<file path="config.mk">
export PLATFORM = sky130hd
export DESIGN_NAME = go_back_n_receiver_ack_unit_flat
export DESIGN_NICKNAME = d
export VERILOG_FILES = /design/src/hdl/gbnr_pkg.sv /design/src/hdl/gbnr_if.sv /design/src/hdl/gbnr_core.sv /design/src/hdl/gbnr_out_reg.sv /design/src/hdl/go_back_n_receiver_ack_unit.sv /design/src/flat_wrapper.sv
export VERILOG_INCLUDE_DIRS = /design/src /design/src/hdl
export SDC_FILE = /design/constraint.sdc
export NUM_CORES = 1
export LEC_CHECK = 0
export BUFFER_PORTS_ARGS = -buffer_cell sky130_fd_sc_hd__buf_2
export CAP_MARGIN = 15
export CORE_UTILIZATION = 55
export CTS_BUF_LIST = sky130_fd_sc_hd__clkbuf_4 sky130_fd_sc_hd__clkbuf_8 sky130_fd_sc_hd__clkbuf_16
export CTS_CLUSTER_SIZE = 10
export DETAILED_ROUTE_END_ITERATION = 16
export PLACE_DENSITY = 0.72
export SKIP_LAST_GASP = 1
export SYNTH_ARGS = -nofsm -noshare
export SYNTH_HDL_FRONTEND = slang
export SYNTH_SLANG_ARGS = --single-unit
</file>
<file path="constraint.sdc">
create_clock -name i_clk -period 14.2 [get_ports i_clk]
set_clock_uncertainty 0.2 [all_clocks]
set_input_delay 2.84 -clock i_clk [delete_from_list [all_inputs] [get_ports i_clk]]
set_output_delay 2.84 -clock i_clk [all_outputs]
set_load 0.03 [all_outputs]
</file>
<file path="src/hdl/go_back_n_receiver_ack_unit_macros.svh">
// Assertion macros for the Go-Back-N receiver acknowledgement unit.
// Included by the top level; relies on nothing but the language itself.
`ifndef GO_BACK_N_RECEIVER_ACK_UNIT_MACROS_SVH
`define GO_BACK_N_RECEIVER_ACK_UNIT_MACROS_SVH

// Same-cycle implication, disabled while reset is asserted.
`define GBNR_ASSERT_NOW(lbl, clk, rst_n, ante, cons) \
    lbl: assert property (@(posedge clk) disable iff (!(rst_n)) (ante) |-> (cons)) \
        else $error("gbnr assertion failed");

// Next-cycle implication, disabled while reset is asserted.
`define GBNR_ASSERT_NEXT(lbl, clk, rst_n, ante, cons) \
    lbl: assert property (@(posedge clk) disable iff (!(rst_n)) (ante) |=> (cons)) \
        else $error("gbnr assertion failed");

`endif

</file>
<file path="src/hdl/gbnr_pkg.sv">
// Shared types and constants of the Go-Back-N receiver acknowledgement unit.
// No dependencies; every other file but the macro header imports it.
`default_nettype none

package gbnr_pkg;

    typedef logic [1:0] t_kind;

    localparam t_kind KIND_INIT = 2'd0;
    localparam t_kind KIND_ACK  = 2'd1;
    localparam t_kind KIND_LOSS = 2'd2;

    localparam int unsigned CFG_IDX_BITS = 2;
    typedef logic [CFG_IDX_BITS-1:0] t_cfg_idx;

    localparam t_cfg_idx CFG_ACK_INTERVAL = 2'd0;
    localparam t_cfg_idx CFG_WINDOW_SIZE  = 2'd1;

    localparam logic [3:0] ACK_INTERVAL_RESET = 4'd3;
    localparam logic [7:0] WINDOW_SIZE_RESET  = 8'd4;

    typedef struct packed {
        logic [7:0] seq_no;
        logic       lost;
    } t_pkt;

    typedef struct packed {
        t_kind      reply_kind;
        logic [7:0] ack_no;
        logic       loss_flag;
        logic [7:0] window_out;
    } t_reply;

    typedef struct packed {
        logic   valid;
        t_reply reply;
    } t_result;

endpackage

`default_nettype wire

</file>
<file path="src/hdl/gbnr_if.sv">
// Handshake channel interfaces: packet input, reply output, configuration writes.
// Depends on gbnr_pkg.
`default_nettype none

interface gbnr_pkt_if import gbnr_pkg::*; ();
    logic       valid;
    logic       ready;
    logic [7:0] seq_no;
    logic       lost;

    modport source (output valid, output seq_no, output lost, input ready);
    modport sink (input valid, input seq_no, input lost, output ready);
endinterface

interface gbnr_reply_if import gbnr_pkg::*; ();
    logic       valid;
    logic       ready;
    t_kind      reply_kind;
    logic [7:0] ack_no;
    logic       loss_flag;
    logic [7:0] window_out;

    modport source (output valid, output reply_kind, output ack_no, output loss_flag,
                    output window_out, input ready);
    modport sink (input valid, input reply_kind, input ack_no, input loss_flag,
                  input window_out, output ready);
endinterface

interface gbnr_cfg_if import gbnr_pkg::*; ();
    logic       valid;
    logic       ready;
    t_cfg_idx   index;
    logic [7:0] data;

    modport source (output valid, output index, output data, input ready);
    modport sink (input valid, input index, input data, output ready);
endinterface

`default_nettype wire

</file>
<file path="src/hdl/gbnr_core.sv">
// Receiver state and the per-packet decision logic (one packet per step).
// Depends on gbnr_pkg.
`default_nettype none

module gbnr_core import gbnr_pkg::*; #(
    parameter int unsigned SEQ_BITS = 8
) (
    input  wire logic       i_clk,
    input  wire logic       i_rst_n,
    input  wire logic       i_step,
    input  wire t_pkt       i_pkt,
    input  wire logic [3:0] i_ack_interval,
    input  wire logic [7:0] i_window_size,
    output t_result         o_result
);

    localparam int unsigned CW = ((SEQ_BITS > 8) ? SEQ_BITS : 8) + 1;
    localparam logic [7:0] SEQ_MASK8 =
        (SEQ_BITS >= 8) ? 8'hFF : 8'((1 << SEQ_BITS) - 1);
    localparam logic [CW-1:0] SEQ_TOP = CW'((1 << SEQ_BITS) - 1);

    logic [SEQ_BITS-1:0] r_in_order, n_in_order;
    logic [7:0]          r_last_seen, n_last_seen;
    logic [4:0]          r_pkt_cnt, n_pkt_cnt;
    logic [7:0]          r_missing, n_missing;
    logic                r_loss_pend, n_loss_pend;
    logic                r_wrap_pend, n_wrap_pend;
    logic                r_init_sent, n_init_sent;
    logic                r_win_known, n_win_known;

    always_comb begin
        logic [7:0] seq;
        logic       run;
        logic       match;
        t_result    res;

        seq = i_pkt.seq_no & SEQ_MASK8;
        run = 1'b0;
        match = 1'b0;
        res = '0;

        n_in_order  = r_in_order;
        n_last_seen = r_last_seen;
        n_pkt_cnt   = r_pkt_cnt;
        n_missing   = r_missing;
        n_loss_pend = r_loss_pend;
        n_wrap_pend = r_wrap_pend;
        n_init_sent = r_init_sent;
        n_win_known = r_win_known;

        // A lost packet is reported only when no loss is outstanding or it
        // repeats the outstanding number; otherwise it is dropped silently.
        if (i_pkt.lost) begin
            if (r_missing == 8'd0 || r_missing == seq) begin
                n_loss_pend = 1'b1;
                run = 1'b1;
            end
        end else begin
            run = 1'b1;
            if (seq == 8'd0) begin
                n_win_known = 1'b1;
            end else begin
                n_last_seen = seq;
                if (seq == 8'd1 && r_wrap_pend) begin
                    n_wrap_pend = 1'b0;
                    n_in_order = '0;
                end
            end
        end

        if (run) begin
            if (!n_init_sent) begin
                n_init_sent = 1'b1;
                res.valid = 1'b1;
                res.reply.reply_kind = KIND_INIT;
            end else if (n_loss_pend) begin
                n_loss_pend = 1'b0;
                n_pkt_cnt = '0;
                res.valid = 1'b1;
                res.reply.reply_kind = KIND_LOSS;
                res.reply.loss_flag = 1'b1;
            end else begin
                if (n_missing != 8'd0 && n_missing == n_last_seen) begin
                    n_missing = 8'd0;
                end
                // Once the counter is past the interval it stays locked until
                // a loss notice clears it.
                if (n_missing == 8'd0 && n_pkt_cnt <= {1'b0, i_ack_interval}) begin
                    n_pkt_cnt = 5'(n_pkt_cnt + 5'd1);
                    match = (CW'(n_last_seen) == CW'(n_in_order) + CW'(1));
                    if (match && n_pkt_cnt <= {1'b0, i_ack_interval}) begin
                        if (CW'(n_last_seen) == SEQ_TOP) begin
                            n_wrap_pend = 1'b1;
                        end
                        n_in_order = SEQ_BITS'(n_in_order + SEQ_BITS'(1));
                        if (n_pkt_cnt == {1'b0, i_ack_interval}) begin
                            n_pkt_cnt = '0;
                            res.valid = 1'b1;
                            res.reply.reply_kind = KIND_ACK;
                        end
                    end
                end
            end
            res.reply.ack_no = 8'(n_in_order);
            res.reply.window_out = n_win_known ? i_window_size : 8'd0;
            if (i_pkt.lost) begin
                n_missing = seq;
            end
        end

        o_result = res;
        o_result.valid = res.valid & i_step;
    end

    always_ff @(posedge i_clk) begin
        if (!i_rst_n) begin
            r_in_order  <= '0;
            r_last_seen <= '0;
            r_pkt_cnt   <= '0;
            r_missing   <= '0;
            r_loss_pend <= 1'b0;
            r_wrap_pend <= 1'b0;
            r_init_sent <= 1'b0;
            r_win_known <= 1'b0;
        end else if (i_step) begin
            r_in_order  <= n_in_order;
            r_last_seen <= n_last_seen;
            r_pkt_cnt   <= n_pkt_cnt;
            r_missing   <= n_missing;
            r_loss_pend <= n_loss_pend;
            r_wrap_pend <= n_wrap_pend;
            r_init_sent <= n_init_sent;
            r_win_known <= n_win_known;
        end
    end

endmodule

`default_nettype wire

</file>
<file path="src/hdl/gbnr_out_reg.sv">
// Result register that holds one reply until the downstream transfer completes.
// Depends on gbnr_pkg and gbnr_reply_if.
`default_nettype none

module gbnr_out_reg import gbnr_pkg::*; (
    input  wire logic      i_clk,
    input  wire logic      i_rst_n,
    input  wire t_result   i_result,
    output logic           o_free,
    gbnr_reply_if.source   o_reply
);

    logic   r_valid;
    t_reply r_reply;

    assign o_free = !r_valid || o_reply.ready;

    always_ff @(posedge i_clk) begin
        if (!i_rst_n) begin
            r_valid <= 1'b0;
        end else if (o_free) begin
            r_valid <= i_result.valid;
        end
    end

    always_ff @(posedge i_clk) begin
        if (o_free && i_result.valid) begin
            r_reply <= i_result.reply;
        end
    end

    assign o_reply.valid      = r_valid;
    assign o_reply.reply_kind = r_reply.reply_kind;
    assign o_reply.ack_no     = r_reply.ack_no;
    assign o_reply.loss_flag  = r_reply.loss_flag;
    assign o_reply.window_out = r_reply.window_out;

endmodule

`default_nettype wire

</file>
<file path="src/hdl/go_back_n_receiver_ack_unit.sv">
// Top level of the Go-Back-N receiver acknowledgement unit.
// Depends on gbnr_pkg, the channel interfaces, gbnr_core, gbnr_out_reg and the macro header.
`default_nettype none

`include "go_back_n_receiver_ack_unit_macros.svh"

// One packet is taken per cycle unless a stalled reply holds the flow. A
// packet is registered on its transfer, then decided by the state update in
// gbnr_core once the result register is free, and its reply, if any, is
// loaded into the result register by that same update. Packets that cause no
// reply are absorbed without output. While a reply waits in the result
// register the unit still takes one more packet into its input register; only
// then does ready drop. Configuration writes are always accepted and take
// effect at once; change them only while no packet is in flight. No clearing
// pass is needed after reset.
module go_back_n_receiver_ack_unit import gbnr_pkg::*; #(
    parameter int unsigned SEQ_BITS = 8
) (
    input  wire logic    i_clk,
    input  wire logic    i_rst_n,
    gbnr_pkt_if.sink     i_pkt,
    gbnr_cfg_if.sink     i_cfg,
    gbnr_reply_if.source o_reply
);

    logic [3:0] r_ack_interval;
    logic [7:0] r_window_size;
    logic       r_in_valid;
    t_pkt       r_pkt;
    logic       out_free;
    logic       advance;
    t_result    result;

    assign i_cfg.ready = 1'b1;

    always_ff @(posedge i_clk) begin
        if (!i_rst_n) begin
            r_ack_interval <= ACK_INTERVAL_RESET;
            r_window_size  <= WINDOW_SIZE_RESET;
        end else if (i_cfg.valid) begin
            case (i_cfg.index)
                CFG_ACK_INTERVAL: r_ack_interval <= i_cfg.data[3:0];
                CFG_WINDOW_SIZE:  r_window_size  <= i_cfg.data;
                default: ;
            endcase
        end
    end

    assign advance     = r_in_valid && out_free;
    assign i_pkt.ready = !r_in_valid || advance;

    always_ff @(posedge i_clk) begin
        if (!i_rst_n) begin
            r_in_valid <= 1'b0;
        end else if (i_pkt.ready) begin
            r_in_valid <= i_pkt.valid;
        end
    end

    always_ff @(posedge i_clk) begin
        if (i_pkt.valid && i_pkt.ready) begin
            r_pkt.seq_no <= i_pkt.seq_no;
            r_pkt.lost   <= i_pkt.lost;
        end
    end

    gbnr_core #(
        .SEQ_BITS (SEQ_BITS)
    ) u_core (
        .i_clk          (i_clk),
        .i_rst_n        (i_rst_n),
        .i_step         (advance),
        .i_pkt          (r_pkt),
        .i_ack_interval (r_ack_interval),
        .i_window_size  (r_window_size),
        .o_result       (result)
    );

    gbnr_out_reg u_out (
        .i_clk    (i_clk),
        .i_rst_n  (i_rst_n),
        .i_result (result),
        .o_free   (out_free),
        .o_reply  (o_reply)
    );

    `GBNR_ASSERT_NOW(a_stall_backs_up, i_clk, i_rst_n, r_in_valid && o_reply.valid && !o_reply.ready, !i_pkt.ready)
    `GBNR_ASSERT_NOW(a_loss_flag_kind, i_clk, i_rst_n, o_reply.valid, o_reply.loss_flag == (o_reply.reply_kind == KIND_LOSS))
    `GBNR_ASSERT_NEXT(a_accept_fills, i_clk, i_rst_n, i_pkt.valid && i_pkt.ready, r_in_valid)
    `GBNR_ASSERT_NOW(a_result_needs_item, i_clk, i_rst_n, result.valid, r_in_valid && out_free)

endmodule

`default_nettype wire

</file>
<file path="src/flat_wrapper.sv">
// flat-port wrapper written by rule: the top's interface ports become plain ports
module go_back_n_receiver_ack_unit_flat import gbnr_pkg::*;
#(
    parameter int unsigned SEQ_BITS = 8
)
  (i_clk, i_rst_n, i_pkt_valid, i_pkt_seq_no, i_pkt_lost, i_pkt_ready, i_cfg_valid, i_cfg_index, i_cfg_data, i_cfg_ready, o_reply_valid, o_reply_reply_kind, o_reply_ack_no, o_reply_loss_flag, o_reply_window_out, o_reply_ready);
  gbnr_pkt_if i_pkt_i ();
  gbnr_cfg_if i_cfg_i ();
  gbnr_reply_if o_reply_i ();
  input  wire logic i_clk;
  input  wire logic i_rst_n;
  input wire logic [$bits(i_pkt_i.valid)-1:0] i_pkt_valid;
  input wire logic [$bits(i_pkt_i.seq_no)-1:0] i_pkt_seq_no;
  input wire logic [$bits(i_pkt_i.lost)-1:0] i_pkt_lost;
  output wire logic [$bits(i_pkt_i.ready)-1:0] i_pkt_ready;
  input wire logic [$bits(i_cfg_i.valid)-1:0] i_cfg_valid;
  input wire logic [$bits(i_cfg_i.index)-1:0] i_cfg_index;
  input wire logic [$bits(i_cfg_i.data)-1:0] i_cfg_data;
  output wire logic [$bits(i_cfg_i.ready)-1:0] i_cfg_ready;
  output wire logic [$bits(o_reply_i.valid)-1:0] o_reply_valid;
  output wire logic [$bits(o_reply_i.reply_kind)-1:0] o_reply_reply_kind;
  output wire logic [$bits(o_reply_i.ack_no)-1:0] o_reply_ack_no;
  output wire logic [$bits(o_reply_i.loss_flag)-1:0] o_reply_loss_flag;
  output wire logic [$bits(o_reply_i.window_out)-1:0] o_reply_window_out;
  input wire logic [$bits(o_reply_i.ready)-1:0] o_reply_ready;
  assign i_pkt_i.valid = i_pkt_valid;
  assign i_pkt_i.seq_no = i_pkt_seq_no;
  assign i_pkt_i.lost = i_pkt_lost;
  assign i_pkt_ready = i_pkt_i.ready;
  assign i_cfg_i.valid = i_cfg_valid;
  assign i_cfg_i.index = i_cfg_index;
  assign i_cfg_i.data = i_cfg_data;
  assign i_cfg_ready = i_cfg_i.ready;
  assign o_reply_valid = o_reply_i.valid;
  assign o_reply_reply_kind = o_reply_i.reply_kind;
  assign o_reply_ack_no = o_reply_i.ack_no;
  assign o_reply_loss_flag = o_reply_i.loss_flag;
  assign o_reply_window_out = o_reply_i.window_out;
  assign o_reply_i.ready = o_reply_ready;
  go_back_n_receiver_ack_unit #(.SEQ_BITS(SEQ_BITS)) u_core (.i_clk(i_clk), .i_rst_n(i_rst_n), .i_pkt(i_pkt_i), .i_cfg(i_cfg_i), .o_reply(o_reply_i));
endmodule
</file>
# == Word level (Yosys, flattened, before mapping) ==
# Cells that the tools add are included.
# op_classes
n_addsub,3
n_lt_le_gt_ge,2
eq_ne,8
n_mux,47
n_bitwise,5
reduce_logical,27
# ops
op,n
$mux W8,18
$logic_not A8 Y1,3
$mux W20,1
$mux W5,4
$mux W1,19
$eq A8 B8 Y1,2
$mux W3,5
$le A5 B4 Y1,2
$reduce_and A2 Y1,5
$add A8 B1 Y9 const B,1
$eq A8 B9 Y1,1
$add A8 B1 Y8 const B,1
$eq A8 B1 Y1 const B,1
$eq A8 B8 Y1 const B,1
$reduce_and A4 Y1,2
$reduce_bool A8 Y1,1
$logic_and A1 B1 Y1,7
$add A5 B1 Y5 const B,1
$eq A5 B4 Y1,1
$reduce_or A5 Y1,1
$not A1 Y1,4
$reduce_bool A2 Y1,2
$logic_or A1 B1 Y1,3
$eq A2 B1 Y1 const B,1
4 further kinds,5
# totals
regBits,75
input_bits,24
out_inout_bits,22
elab_cells,111

# == Depth between registers and ports, before layout ==
# Gate-level depths: netlist of the first run.
# logic_depth
depth_word,17
depth_mapped,15
mapped_depth_nobuf,12

# == Hierarchy ==
# From an unflattened synthesis of the first run, not the netlist that was laid out.
# hier_totals
hier_cells,463
area_unflattened_um2,4311.6
# modules_own_cells
mod,instances,cells_each,area_each_um2,seq_area_each_um2
gbnr_core,1,370,2850.2,660.6
go_back_n_receiver_ack_unit,1,69,833.3,530.5
gbnr_out_reg,1,24,628.1,590.6

# == Worst setup path before layout of the first run ==
# OpenSTA, ideal clock, no wires.
# synth_path
path_type,input to output
start,input port o_reply_ready
end,output port i_pkt_ready
arrival_time_ps,3171
required_time_ps,11160
path_slack_ps,7989
path_stages,2
n_path_buf,0
cell_sequence,nor2b_1 -> nand2_1
# synth_via
elab_chain_len,3
# synth_rtl
item,line_no,text
start: declaration,flat_wrapper.sv:25,input wire logic [$bits(o_reply_i.ready)-1:0] o_reply_ready;
$logic_or A1 B1 Y1,gbnr_out_reg.sv:16,assign o_free = !r_valid || o_reply.ready;
$logic_and A1 B1 Y1,go_back_n_receiver_ack_unit.sv:49,assign advance = r_in_valid && out_free;
$logic_or A1 B1 Y1,go_back_n_receiver_ack_unit.sv:50,assign i_pkt.ready = !r_in_valid || advance;
end: declaration,flat_wrapper.sv:15,output wire logic [$bits(i_pkt_i.ready)-1:0] i_pkt_ready;
# Every way passes these cells.

# == Worst setup path in the final report of the first run ==
# Ends and elaborated chain as after synthesis.

==> results of run 1 <==
## Yosys cell counts, types with 6 or more instances
master | n | share of area [%]
nor4_1 | 7 | 0.96
xnor2_1 | 17 | 3.3
nand3_1 | 16 | 1.8
a21oi_1 | 31 | 3.4
o21a_1 | 6 | 0.99
a31oi_1 | 9 | 1.2
inv_1 | 14 | 1.2
dfxtp_1 | 47 | 21
nor3_1 | 15 | 1.6
o21ai_0 | 11 | 1.2
ha_1 | 10 | 2.7
nor2b_1 | 7 | 0.96
a211oi_1 | 6 | 0.99
nand2_1 | 51 | 4.2
clkbuf_1 | 12 | 0.99
edfxtp_1 | 27 | 18
and2_1 | 12 | 1.6
nand2b_1 | 8 | 1.1
buf_6 | 12 | 3.0
nand4_1 | 13 | 1.8
mux2i_1 | 15 | 3.3
nor2_1 | 39 | 3.2
## registers in the layout, indices dropped and copies added (netlist names), 2 cells and up
| signal | flops |
|---|---|
| u_core.u_out.o_reply.reply_kind | 2 |
| u_core.u_core.r_last_seen | 8 |
| u_core.u_core.r_missing | 8 |
| u_core.u_core.r_pkt_cnt | 5 |
| u_core.r_ack_interval | 4 |
| u_core.r_window_size | 8 |
| u_core.u_out.o_reply.ack_no | 8 |
| u_core.u_out.o_reply.window_out | 8 |
| u_core.r_pkt | 9 |
| u_core.u_core.r_in_order | 8 |
## power by group
| part | total [W] | internal [W] | switching, W |
|---|---|---|---|
| registers | 0.000238 | 0.000228 | 0.0000106 |
| logic | 0.0000679 | 0.0000242 | 0.0000437 |
| clock network | 0.000169 | 0.0000864 | 0.0000826 |
| total | 0.000475 | 0.000338 | 0.000137 |
## worst reg2reg max path, stage by stage (launching register included)
cell and delay, ns:
edfxtp_1 0.56, or4_4 0.62, or3_1 0.53, and2_2 0.27, ha_1 0.24, nand3_1 0.27
xor2_1 0.26, xnor2_1 0.15, a31oi_1 0.12, nor4_1 0.66, nand2_1 0.15, a31oi_2 0.87
## worst max-delay path by stage
stage | startpoint | slack (ns) | endpoint | depth (start not counted)
after floorplan | o_reply_ready | 7.99 | i_pkt_ready | 2
after global placement | o_reply_ready | 7.84 | i_pkt_ready | 4
after detailed placement | o_reply_ready | 7.81 | i_pkt_ready | 4
after CTS | o_reply_ready | 7.80 | i_pkt_ready | 4
after global routing | o_reply_ready | 7.70 | i_pkt_ready | 4
final | o_reply_ready | 7.81 | i_pkt_ready | 4
## area by class of cell
| type | instances | area, um2 | area share (%) |
|---|---|---|---|
| inverters | 15 | 56.3 | 1.14 |
| clock inverters | 5 | 63.8 | 1.30 |
| multi-input cells | 377 | 2540 | 51.6 |
| well taps | 102 | 128 | 2.59 |
| clock buffers | 11 | 139 | 2.82 |
| repair buffers | 47 | 243 | 4.93 |
| flip-flops and latches | 74 | 1750 | 35.6 |
## routing by layer
metal | track usage (%) | routed length (um)
met4 | 6.92 | 171
met1 | 36.2 | 4940
met3 | 4.23 | 765
met5 | 0 | 0
met2 | 42.0 | 4910
## cells by family after synthesis
| kind of cell | share of synthesized area [%] |
|---|---|
| AOI/OAI and AO/OA | 18.6 |
| xor gates and xnor gates | 5.07 |
| adders and majority gates | 2.74 |
| buffers and inverters | 6.11 |
| DFF | 38.4 |
| muxes | 4.52 |
| other | 0.0821 |
| and+or+nand+nor | 24.6 |
## metrics by stage
stage | worst slack [ns] | power, W
finish | 7.81 | 0.000475
global route | 7.70 | 0.000493
CTS | 7.80 | 0.000476
detailed placement | 7.81 | 0.000310
global placement | 7.84 | 0.000308
floorplan | 7.99 | 0.000293
==> metrics.yaml, run 1 <==
grt_max_degree: 36
cts_setup_buffers: 0
min_from: "u_core.u_core.r_last_seen[7]"
numClockSinks: 74
fp.dieW_um: 93.1
period_minus_slack_ns: 6.39
io-pin-count: 46
hold_path.class: "reg2reg"
synth_seq_area_share_pct: 38.4
drt_wl_total_um: 10800
grt_antenna_before_repair: 0
n_antenna_cell: 0
syn_area_um2: 4570
die_h_um: 93.1
grt_pass1_vias: 3598
cpLargestDelayFamily: "buffers and inverters"
areaGrowthSynthToFinish_pct: 7.81
cts_resized: 0
drt_iter0_drc: 320
wl_per_cell_um: 17.1
crit_fanout: 2
p_leak_nw: 1.84
synth_warnings: 0
cts_buffers: 9
whs_ns: 0.274
place_congestion: 0.897
r2r_slack_ns: 8.93
io_buffers: 44
clock_path_buffers: 2
ys_seq_elements: 74
overflow: 0
htreeDepth: 3
fin_crit_sh_pct: 45.0
dpl-instance-area_um2: 4720
track_usage_pct: 26.1
reg2reg_to: "u_core.u_out.o_reply.ack_no[7]"
finalSetupViolCount: 0
fillerInstances: 679
hold_viol_final: 0
p_per_area_nw_per_um2: 96.5
cts_root_buffer: "clkbuf_8"
cp.arrival_ns: 3.35
status: "complete, no violations"
path_common_cell: "buf_2"
rsz0062_at_grt: "false"
avgSynthCellArea_um2: 9.20
final_cells: 631
dr_total_vias: 3952
holdPathStages: 2
design_area_um2: 4920
drive_above_1_share_pct: 16.1
hold_buffers: 0
start_kind: "input port"
syn_nets: 530
vdd_drop_max_mv: 0.0563
first_pass_iters: 6
fmax_mhz: 156
end_kind: "primary output"
yosysUniqueCellTypes: 75
final.setup.tns_ns: 0
antenna_left: 0
synthCells: 496
required_ns: 11.16
drv_slew: 0
most-common-layout-cells: "nand2_1, dfxtp_1, buf_2"
dp.cells: 615
final_core_utilization_pct: 62.4
crit_path_top_delay_cell: "buf_2"
min_to: "u_core.u_core.r_last_seen[7]"
layout_commonest_cell: "nand2_1"
max-cap-violations: 0
dieArea_um2: 8670
via_per_inst: 6.26
grt_pass1_wl_um: 17800
crit_path_max_incr_delay_ns: 0.18
drcViolationCount: 0
path_cells: "buf_2 -> nor2b_1 -> nand2_1 -> buf_2"
rows: 32
core_um2: 7890
synth_ff_type: "dfxtp_1"
ys_async_sr_fraction_pct: 0
cts.clk_slew.worst_paths_ns: 0.08
critPathBufInv: 2
cts_tree: "done"
rr_startpoint: "u_core.r_pkt[3]"
fin_nets: 558
critPathKind: "in2out"
worstMarginPinSlew_ns: 1.05
start_util_pct: 57.9
clk_latency_ns: 0.35
synth_edf_count: 27
dp_hpwl_um: 7590
slew_headroom_pct: 30.0
rr_worst_depth: 11
(Power assumes the default switching activity.)
==> inputs of run 2 (changes only) <==
==> constraint.sdc (replaced) <==
create_clock -name i_clk -period 6.5 [get_ports i_clk]
set_clock_uncertainty 0.2 [all_clocks]
set_input_delay 1.3 -clock i_clk [delete_from_list [all_inputs] [get_ports i_clk]]
set_output_delay 1.3 -clock i_clk [all_outputs]
set_load 0.03 [all_outputs]
==> metrics.yaml, run 2 (synthesized netlist as in run 1, its figures left out) <==
status: "complete, no violations"  # unchanged
start_util_pct: 57.9  # unchanged
largest_reg_flops: 9  # unchanged
wl_per_cell_um: 18.2  # was 17.1 um
end_kind: "flip-flop"  # was primary output
cts_resized: 0  # unchanged
slew_headroom_pct: 22.9  # was 30.0%
grt_max_degree: 36  # unchanged
power_w: 0.00108  # was 0.000475 W
rr_worst_depth: 12  # was 11
pre_cts_slack_ns: 1.27  # was 7.81 ns
io_buffers: 44  # unchanged
hold_path.class: "reg2reg"  # unchanged
cts_setup_buffers: 0  # unchanged
core_um2: 7890  # unchanged
fp.dieW_um: 93.1  # unchanged
dp_hpwl_um: 8070  # was 7590 um
min_from: "u_core.u_core.r_last_seen[7]"  # unchanged
final_cells: 630  # was 631
required_ns: 6.42  # was 11.16 ns
fmax_mhz: 188
die_h_um: 93.1  # unchanged
rows: 32  # unchanged
p_comb_share_pct: 14.0  # was 14.3%
cp.arrival_ns: 5.23  # was 3.35 ns
drcViolationCount: 0  # unchanged
period_minus_slack_ns: 5.31
fin_crit_sh_pct: 81.7
r2r_slack_ns: 1.19  # was 8.93 ns
p_per_area_nw_per_um2: 219  # was 96.5 nW/um2
p_sw_w: 0.000303  # was 0.000137 W
track_usage_pct: 28.2  # was 26.1%
hold_buffers: 0  # unchanged
clk_latency_ns: 0.36  # was 0.35 ns
top_layer_used: "met4"  # unchanged
n_antenna_cell: 0  # unchanged
final.setup.worst_slack_ns: 1.19  # was 7.81 ns
cts_buffers: 9  # unchanged
first_pass_iters: 6  # unchanged
grt_pass1_wl_um: 19000  # was 17800 um
holdPathStages: 2  # unchanged
numClockSinks: 74  # unchanged
most-common-layout-cells: "nand2_1, dfxtp_1, buf_2"  # unchanged
rr_startpoint: "u_core.r_pkt[3]"  # unchanged
wl_met3_um: 890  # was 765 um
worstMarginPinSlew_ns: 1.16  # was 1.05 ns
overflow: 0  # unchanged
antenna_left: 0  # unchanged
start_kind: "flip-flop"  # was input port
areaGrowthSynthToFinish_pct: 7.97  # was 7.81%
fillerInstances: 670  # was 679
crit_fanout: 21  # was 2
htreeDepth: 3  # unchanged
seqPwrFrac_pct: 48.3  # was 50.1%
regMostFlops: "u_core.r_pkt"  # unchanged
wl_met1_um: 5100  # was 4940 um
dp.cells: 614  # was 615
clock_path_buffers: 2  # unchanged
dieArea_um2: 8670  # unchanged
drt_wl_total_um: 11500  # was 10800 um
place_congestion: 0.995  # was 0.897
p_leak_nw: 1.85  # was 1.84 nW
max-cap-violations: 0  # unchanged
reg2reg_to: "u_core.u_out.o_reply.ack_no[6]"  # was u_core.u_out.o_reply.ack_no[7]
io-pin-count: 46  # unchanged
fin_nets: 557  # was 558
grt_antenna_before_repair: 0  # unchanged
wl_met2_um: 5240  # was 4910 um
via_per_inst: 6.38  # was 6.26
hold_viol_final: 0  # unchanged
grt_pass1_vias: 3786  # was 3598
sw_frac_of_total_pct: 28.1  # was 28.8%
drive_above_1_share_pct: 15.9  # was 16.1%
vdd_drop_max_mv: 0.184  # was 0.0563 mV
rsz0062_at_grt: "false"  # unchanged
crit_start: "u_core.r_pkt[3]"  # was o_reply_ready
internal_power_w: 0.000775  # was 0.000338 W
dr_total_vias: 4020  # was 3952
cts_root_buffer: "clkbuf_8"  # unchanged
cts.clk_slew.worst_paths_ns: 0.09  # was 0.08 ns
cts_tree: "done"  # unchanged
finalSetupViolCount: 0  # unchanged
layout_commonest_cell: "nand2_1"  # unchanged
setup.worst_path.end: "u_core.u_out.o_reply.ack_no[6]"  # was i_pkt_ready
final.setup.tns_ns: 0  # unchanged
critPathKind: "reg2reg"  # was in2out
drv_slew: 0  # unchanged
p_clk_share_pct: 37.6  # was 35.6%
drt_iter0_drc: 362  # was 320
==> run 2: changes by cell type in the layout (fill, tap and decap cells not counted) <==
cell / delta
bufinv_16: +1
clkinvlp_4: -1
buf_4: -1
clkinv_2: +2
clkinv_4: -2
==> run 2: worst min-delay path by stage <==
stage and to:
5_1_grt u_core.u_core.r_last_seen[7], 3_3_place_gp u_core.r_window_size[2], 6_report u_core.u_core.r_last_seen[7], 2_1_floorplan u_core.r_window_size[2]
4_1_cts u_core.u_core.r_last_seen[7], 3_5_place_dp u_core.u_core.r_win_known
==> run 2: layer usage <==
| layer | GRT usage (%) | vias to the layer above |
|---|---|---|
| met3 | 6.75 | 28 |
| met2 | 42.9 | 180 |
| met5 | 0 | - |
| met4 | 10.6 | 0 |
| met1 | 38.7 | 1919 |
| li1 | - | 1893 |
==> run 2: critical path: stages (launching register included) <==
cell       delay, ns
edfxtp_1        0.55
or4_4           0.61
or3_1           0.54
and2_2          0.27
ha_1            0.23
nand3_1         0.23
xor2_1          0.28
a211oi_1        0.08
a311oi_1        0.44
o211ai_2        0.19
a2111oi_4       1.01
a21oi_1         0.21
a31o_1          0.23
==> run 2: layout make-up <==
cell class	instances	area (um2)	area share, %
Inverter	15	56.3	1.14
Clock buffer	11	139	2.82
Multi-Input combinational cell	377	2540	51.5
Sequential cell	74	1750	35.5
Tap cell	102	128	2.59
Clock inverter	5	78.8	1.60
Timing Repair Buffer	46	235	4.77
==> run 2: metrics by stage <==
step	util [%]	instance area, um2	hold slack [ns]
6_report	62.5	4930	0.279
5_1_grt	62.5	4930	0.299
4_1_cts	62.5	4930	0.276
3_5_place_dp	59.7	4710	0.266
3_3_place_gp	59.7	4710	0.255
2_1_floorplan	-	4570	0.236
==> run 2: power groups by stage <==
| stage | clock network, W | logic, W | registers [W] |
|---|---|---|---|
| after floorplan | 0 | 0.000111 | 0.000529 |
| after global placement | 0 | 0.000146 | 0.000529 |
| after detailed placement | 0 | 0.000148 | 0.000531 |
| after CTS | 0.000407 | 0.000149 | 0.000520 |
| after global routing | 0.000428 | 0.000164 | 0.000523 |
| final | 0.000406 | 0.000151 | 0.000521 |
==> inputs of run 3 (changes only) <==
--- a/config.mk
+++ b/config.mk
@@ -6,13 +6,14 @@
 export SDC_FILE = /design/constraint.sdc
 export NUM_CORES = 1
 export LEC_CHECK = 0
+export ABC_AREA = 1
 export BUFFER_PORTS_ARGS = -buffer_cell sky130_fd_sc_hd__buf_2
 export CAP_MARGIN = 15
 export CORE_UTILIZATION = 55
 export CTS_BUF_LIST = sky130_fd_sc_hd__clkbuf_4 sky130_fd_sc_hd__clkbuf_8 sky130_fd_sc_hd__clkbuf_16
 export CTS_CLUSTER_SIZE = 10
 export DETAILED_ROUTE_END_ITERATION = 16
-export PLACE_DENSITY = 0.72
+export PLACE_DENSITY = 0.73
 export SKIP_LAST_GASP = 1
 export SYNTH_ARGS = -nofsm -noshare
 export SYNTH_HDL_FRONTEND = slang
==> constraint.sdc (replaced) <==
create_clock -name i_clk -period 5.2 [get_ports i_clk]
set_clock_uncertainty 0.2 [all_clocks]
set_input_delay 1.04 -clock i_clk [delete_from_list [all_inputs] [get_ports i_clk]]
set_output_delay 1.04 -clock i_clk [all_outputs]
set_load 0.03 [all_outputs]
==> metrics.yaml, run 3 <==
path_cells: "nor2_1 -> nand2_2 -> nor2_2 -> nor2_4 -> nand2_8 -> nand2_2 -> inv_1 -> ha_1 -> nand3_2 -> nor2_1 -> nand2_1 -> nand2_1 -> nand2_1 -> nand2_1 -> nand2_1 -> nor2_1 -> nand3_1 -> or2_1 -> o21ai_1 -> nand2_1 -> inv_1"  # was or4_4 -> or3_1 -> and2_2 -> ha_1 -> nand3_1 -> xor2_1 -> a211oi_1 -> a311oi_1 -> o211ai_2 -> a2111oi_4 -> a21oi_1 -> a31o_1
regArea_um2: 1750  # unchanged
synthTopCellsByArea: "dfxtp_1, edfxtp_1, nand2_1, inv_1, a21oi_1"  # was dfxtp_1, edfxtp_1, nand2_1, a21oi_1, mux2i_1
start_util_pct: 57.0  # was 57.9%
multi_input_area_um2: 1980  # was 2540 um2
synth.most_common_cell: "nand2_1"  # unchanged
hold_buffers: 0  # unchanged
synthCells: 556  # was 496
synth_edf_count: 27  # unchanged
grt_pass1_wl_um: 15700  # was 19000 um
dr_total_vias: 3765  # was 4020
numClockSinks: 74  # unchanged
cp.arrival_ns: 3.72  # was 5.23 ns
rows: 31  # was 32
ys_seq_elements: 74  # unchanged
drv_slew: 0  # unchanged
cts.clk_slew.worst_paths_ns: 0.09  # about the same
synth_ff_type: "dfxtp_1"  # unchanged
synth_seq_area_share_pct: 42.2  # was 38.4%
cts_resized: 0  # unchanged
syn_area_um2: 4150  # was 4570 um2
drive_above_1_share_pct: 17.2  # was 15.9%
drcViolationCount: 0  # unchanged
fin_nets: 628  # was 557
cpLargestDelayFamily: "simple AND/OR/NAND/NOR gates"  # was compound AO/OA/AOI/OAI gates
grt_max_degree: 36  # unchanged
grt_use_met2_pct: 41.0  # was 42.9%
dp_hpwl_um: 6910  # was 8070 um
p_leak_nw: 2.08  # was 1.85 nW
synth_top_area_share_pct: 22.7  # was 20.6%
ys_async_sr_fraction_pct: 0  # unchanged
die_h_um: 88.9  # was 93.1 um
avgSynthCellArea_um2: 7.47  # was 9.20 um2
start_kind: "flip-flop"  # unchanged
areaGrowthSynthToFinish_pct: 10.6  # was 7.97%
dieArea_um2: 7900  # was 8670 um2
design_area_um2: 4600  # was 4930 um2
place_congestion: 0.924  # was 0.995
fmax_mhz: 255  # was 188 MHz
path_common_cell: "nand2_1"
regMostFlops: "u_core.r_pkt"  # unchanged
hold_viol_final: 0  # unchanged
synth_area_leader_cell: "dfxtp_1"  # unchanged
wl_per_cell_um: 13.7  # was 18.2 um
worstMarginPinSlew_ns: 0.915  # was 1.16 ns
htreeDepth: 3  # unchanged
critPathKind: "reg2reg"  # unchanged
drt_wl_total_um: 9560  # was 11500 um
most-common-layout-cells: "nand2_1, inv_1, a21oi_1"  # was nand2_1, dfxtp_1, buf_2
core_um2: 7290  # was 7890 um2
required_ns: 5.00  # was 6.42 ns
fp.dieW_um: 88.9  # was 93.1 um
clk_latency_ns: 0.36  # about the same
first_pass_iters: 5  # was 6
io-pin-count: 46  # unchanged
io_buffers: 44  # unchanged
yosysUniqueCellTypes: 39  # was 75
final_core_utilization_pct: 63.0  # was 62.5%
synth_common_cells: "nand2_1, inv_1, a21oi_1, dfxtp_1, o21ai_0"  # was nand2_1, dfxtp_1, nor2_1, a21oi_1, edfxtp_1
vdd_drop_max_mv: 0.145  # was 0.184 mV
synth_warnings: 0  # unchanged
fin_crit_sh_pct: 75.4  # was 81.7%
cts_setup_buffers: 0  # unchanged
overflow: 0  # unchanged
hold_path.class: "reg2reg"  # unchanged
cts_tree: "done"  # unchanged
final_cells: 698  # was 630
cts_buffers: 9  # unchanged
crit_path_max_incr_delay_ns: 0.50  # was 1.01 ns
track_usage_pct: 26.2  # was 28.2%
rsz0062_at_grt: "false"  # unchanged
cts_root_buffer: "clkbuf_8"  # unchanged
max-cap-violations: 0  # unchanged
finalSetupViolCount: 0  # unchanged
dpl-instance-area_um2: 4410  # was 4710 um2
period_minus_slack_ns: 3.92  # was 5.31 ns
crit_fanout: 18  # was 21
largest_reg_flops: 9  # unchanged
busiest_layer: "met2"  # unchanged
clock_path_buffers: 2  # unchanged
grt_pass1_vias: 3359  # was 3786
crit_path_top_delay_cell: "inv_1"  # was a2111oi_4
end_kind: "flip-flop"  # unchanged
syn_nets: 590  # was 530
grt_antenna_before_repair: 0  # unchanged
grtUsageMet1_pct: 34.7  # was 38.7%
fillerInstances: 666  # was 670
dp.cells: 682  # was 614
n_antenna_cell: 0  # unchanged
grt_use_met3_pct: 5.36  # was 6.75%
status: "complete, no violations"  # unchanged
via_per_inst: 5.39  # was 6.38
p_per_area_nw_per_um2: 288  # was 219 nW/um2
drt_iter0_drc: 169  # was 362
layout_commonest_cell: "nand2_1"  # unchanged
antenna_left: 0  # unchanged
slew_headroom_pct: 38.8  # was 22.9%
critPathBufInv: 2  # was 0
final.setup.tns_ns: 0  # unchanged
-- run 3: metal layers --
layer  routed length, um  part of all wire, %  vias up
met1                4380                   46     1681
met4                 246                  2.6        0
li1                    -                    -     1908
met2                4360                   46      149
met5                   0                    0        -
met3                 578                  6.0       27
-- run 3: worst paths after layout --
check | startpoint | endpoint | slack [ns] | cells past startpoint
setup / recovery | u_core.r_pkt[7] | u_core.u_out.o_reply.ack_no[3] | 1.28 | 21
hold / removal | u_core.r_window_size[1] | u_core.r_window_size[1] | 0.26 | 2
setup reg to reg | u_core.r_pkt[7] | u_core.u_out.o_reply.ack_no[3] | 1.28 | 21
hold reg to reg | u_core.r_window_size[1] | u_core.r_window_size[1] | 0.26 | 2
-- run 3: layout make-up --
type,instances,area share [%]
multi-input cells,377,43.0
clock inverters,7,1.33
well taps,99,2.70
inverters,86,7.02
clock buffers,9,2.70
flip-flops and latches,74,38.1
repair buffers,46,5.12
-- run 3: cells by family (layout without fill, tap and decap cells) --
group	after synthesis	in the layout	share of synthesized area (%)
adders and majority gates	10	10	3.01
buffers and inverters	105	148	10.2
other	1	1	0.0903
AOI/OAI and AO/OA	113	113	14.8
and+or+nand+nor	246	246	28.2
xor gates and xnor gates	7	7	1.48
DFF	74	74	42.2
-- run 3: metrics by stage --
step / hold WS [ns] / total power, W / setup slack (ns)
3_3_place_gp: 0.240 / 0.000906 / 1.50
2_1_floorplan: 0.229 / 0.000852 / 1.85
3_5_place_dp: 0.246 / 0.000909 / 1.33
6_report: 0.256 / 0.00132 / 1.28
5_1_grt: 0.278 / 0.00139 / 0.828
4_1_cts: 0.260 / 0.00133 / 1.31
-- run 3: worst min-delay path, stage by stage (launching register included) --
cell	delay, ns
dfxtp_1	0.31
inv_1	0.06
a21oi_1	0.05
-- run 3: power by group --
part | switching, W | internal [W] | total, W
combinational | 0.000170 | 0.0000699 | 0.000240
sequential | 0.0000243 | 0.000636 | 0.000660
clock | 0.000243 | 0.000181 | 0.000424
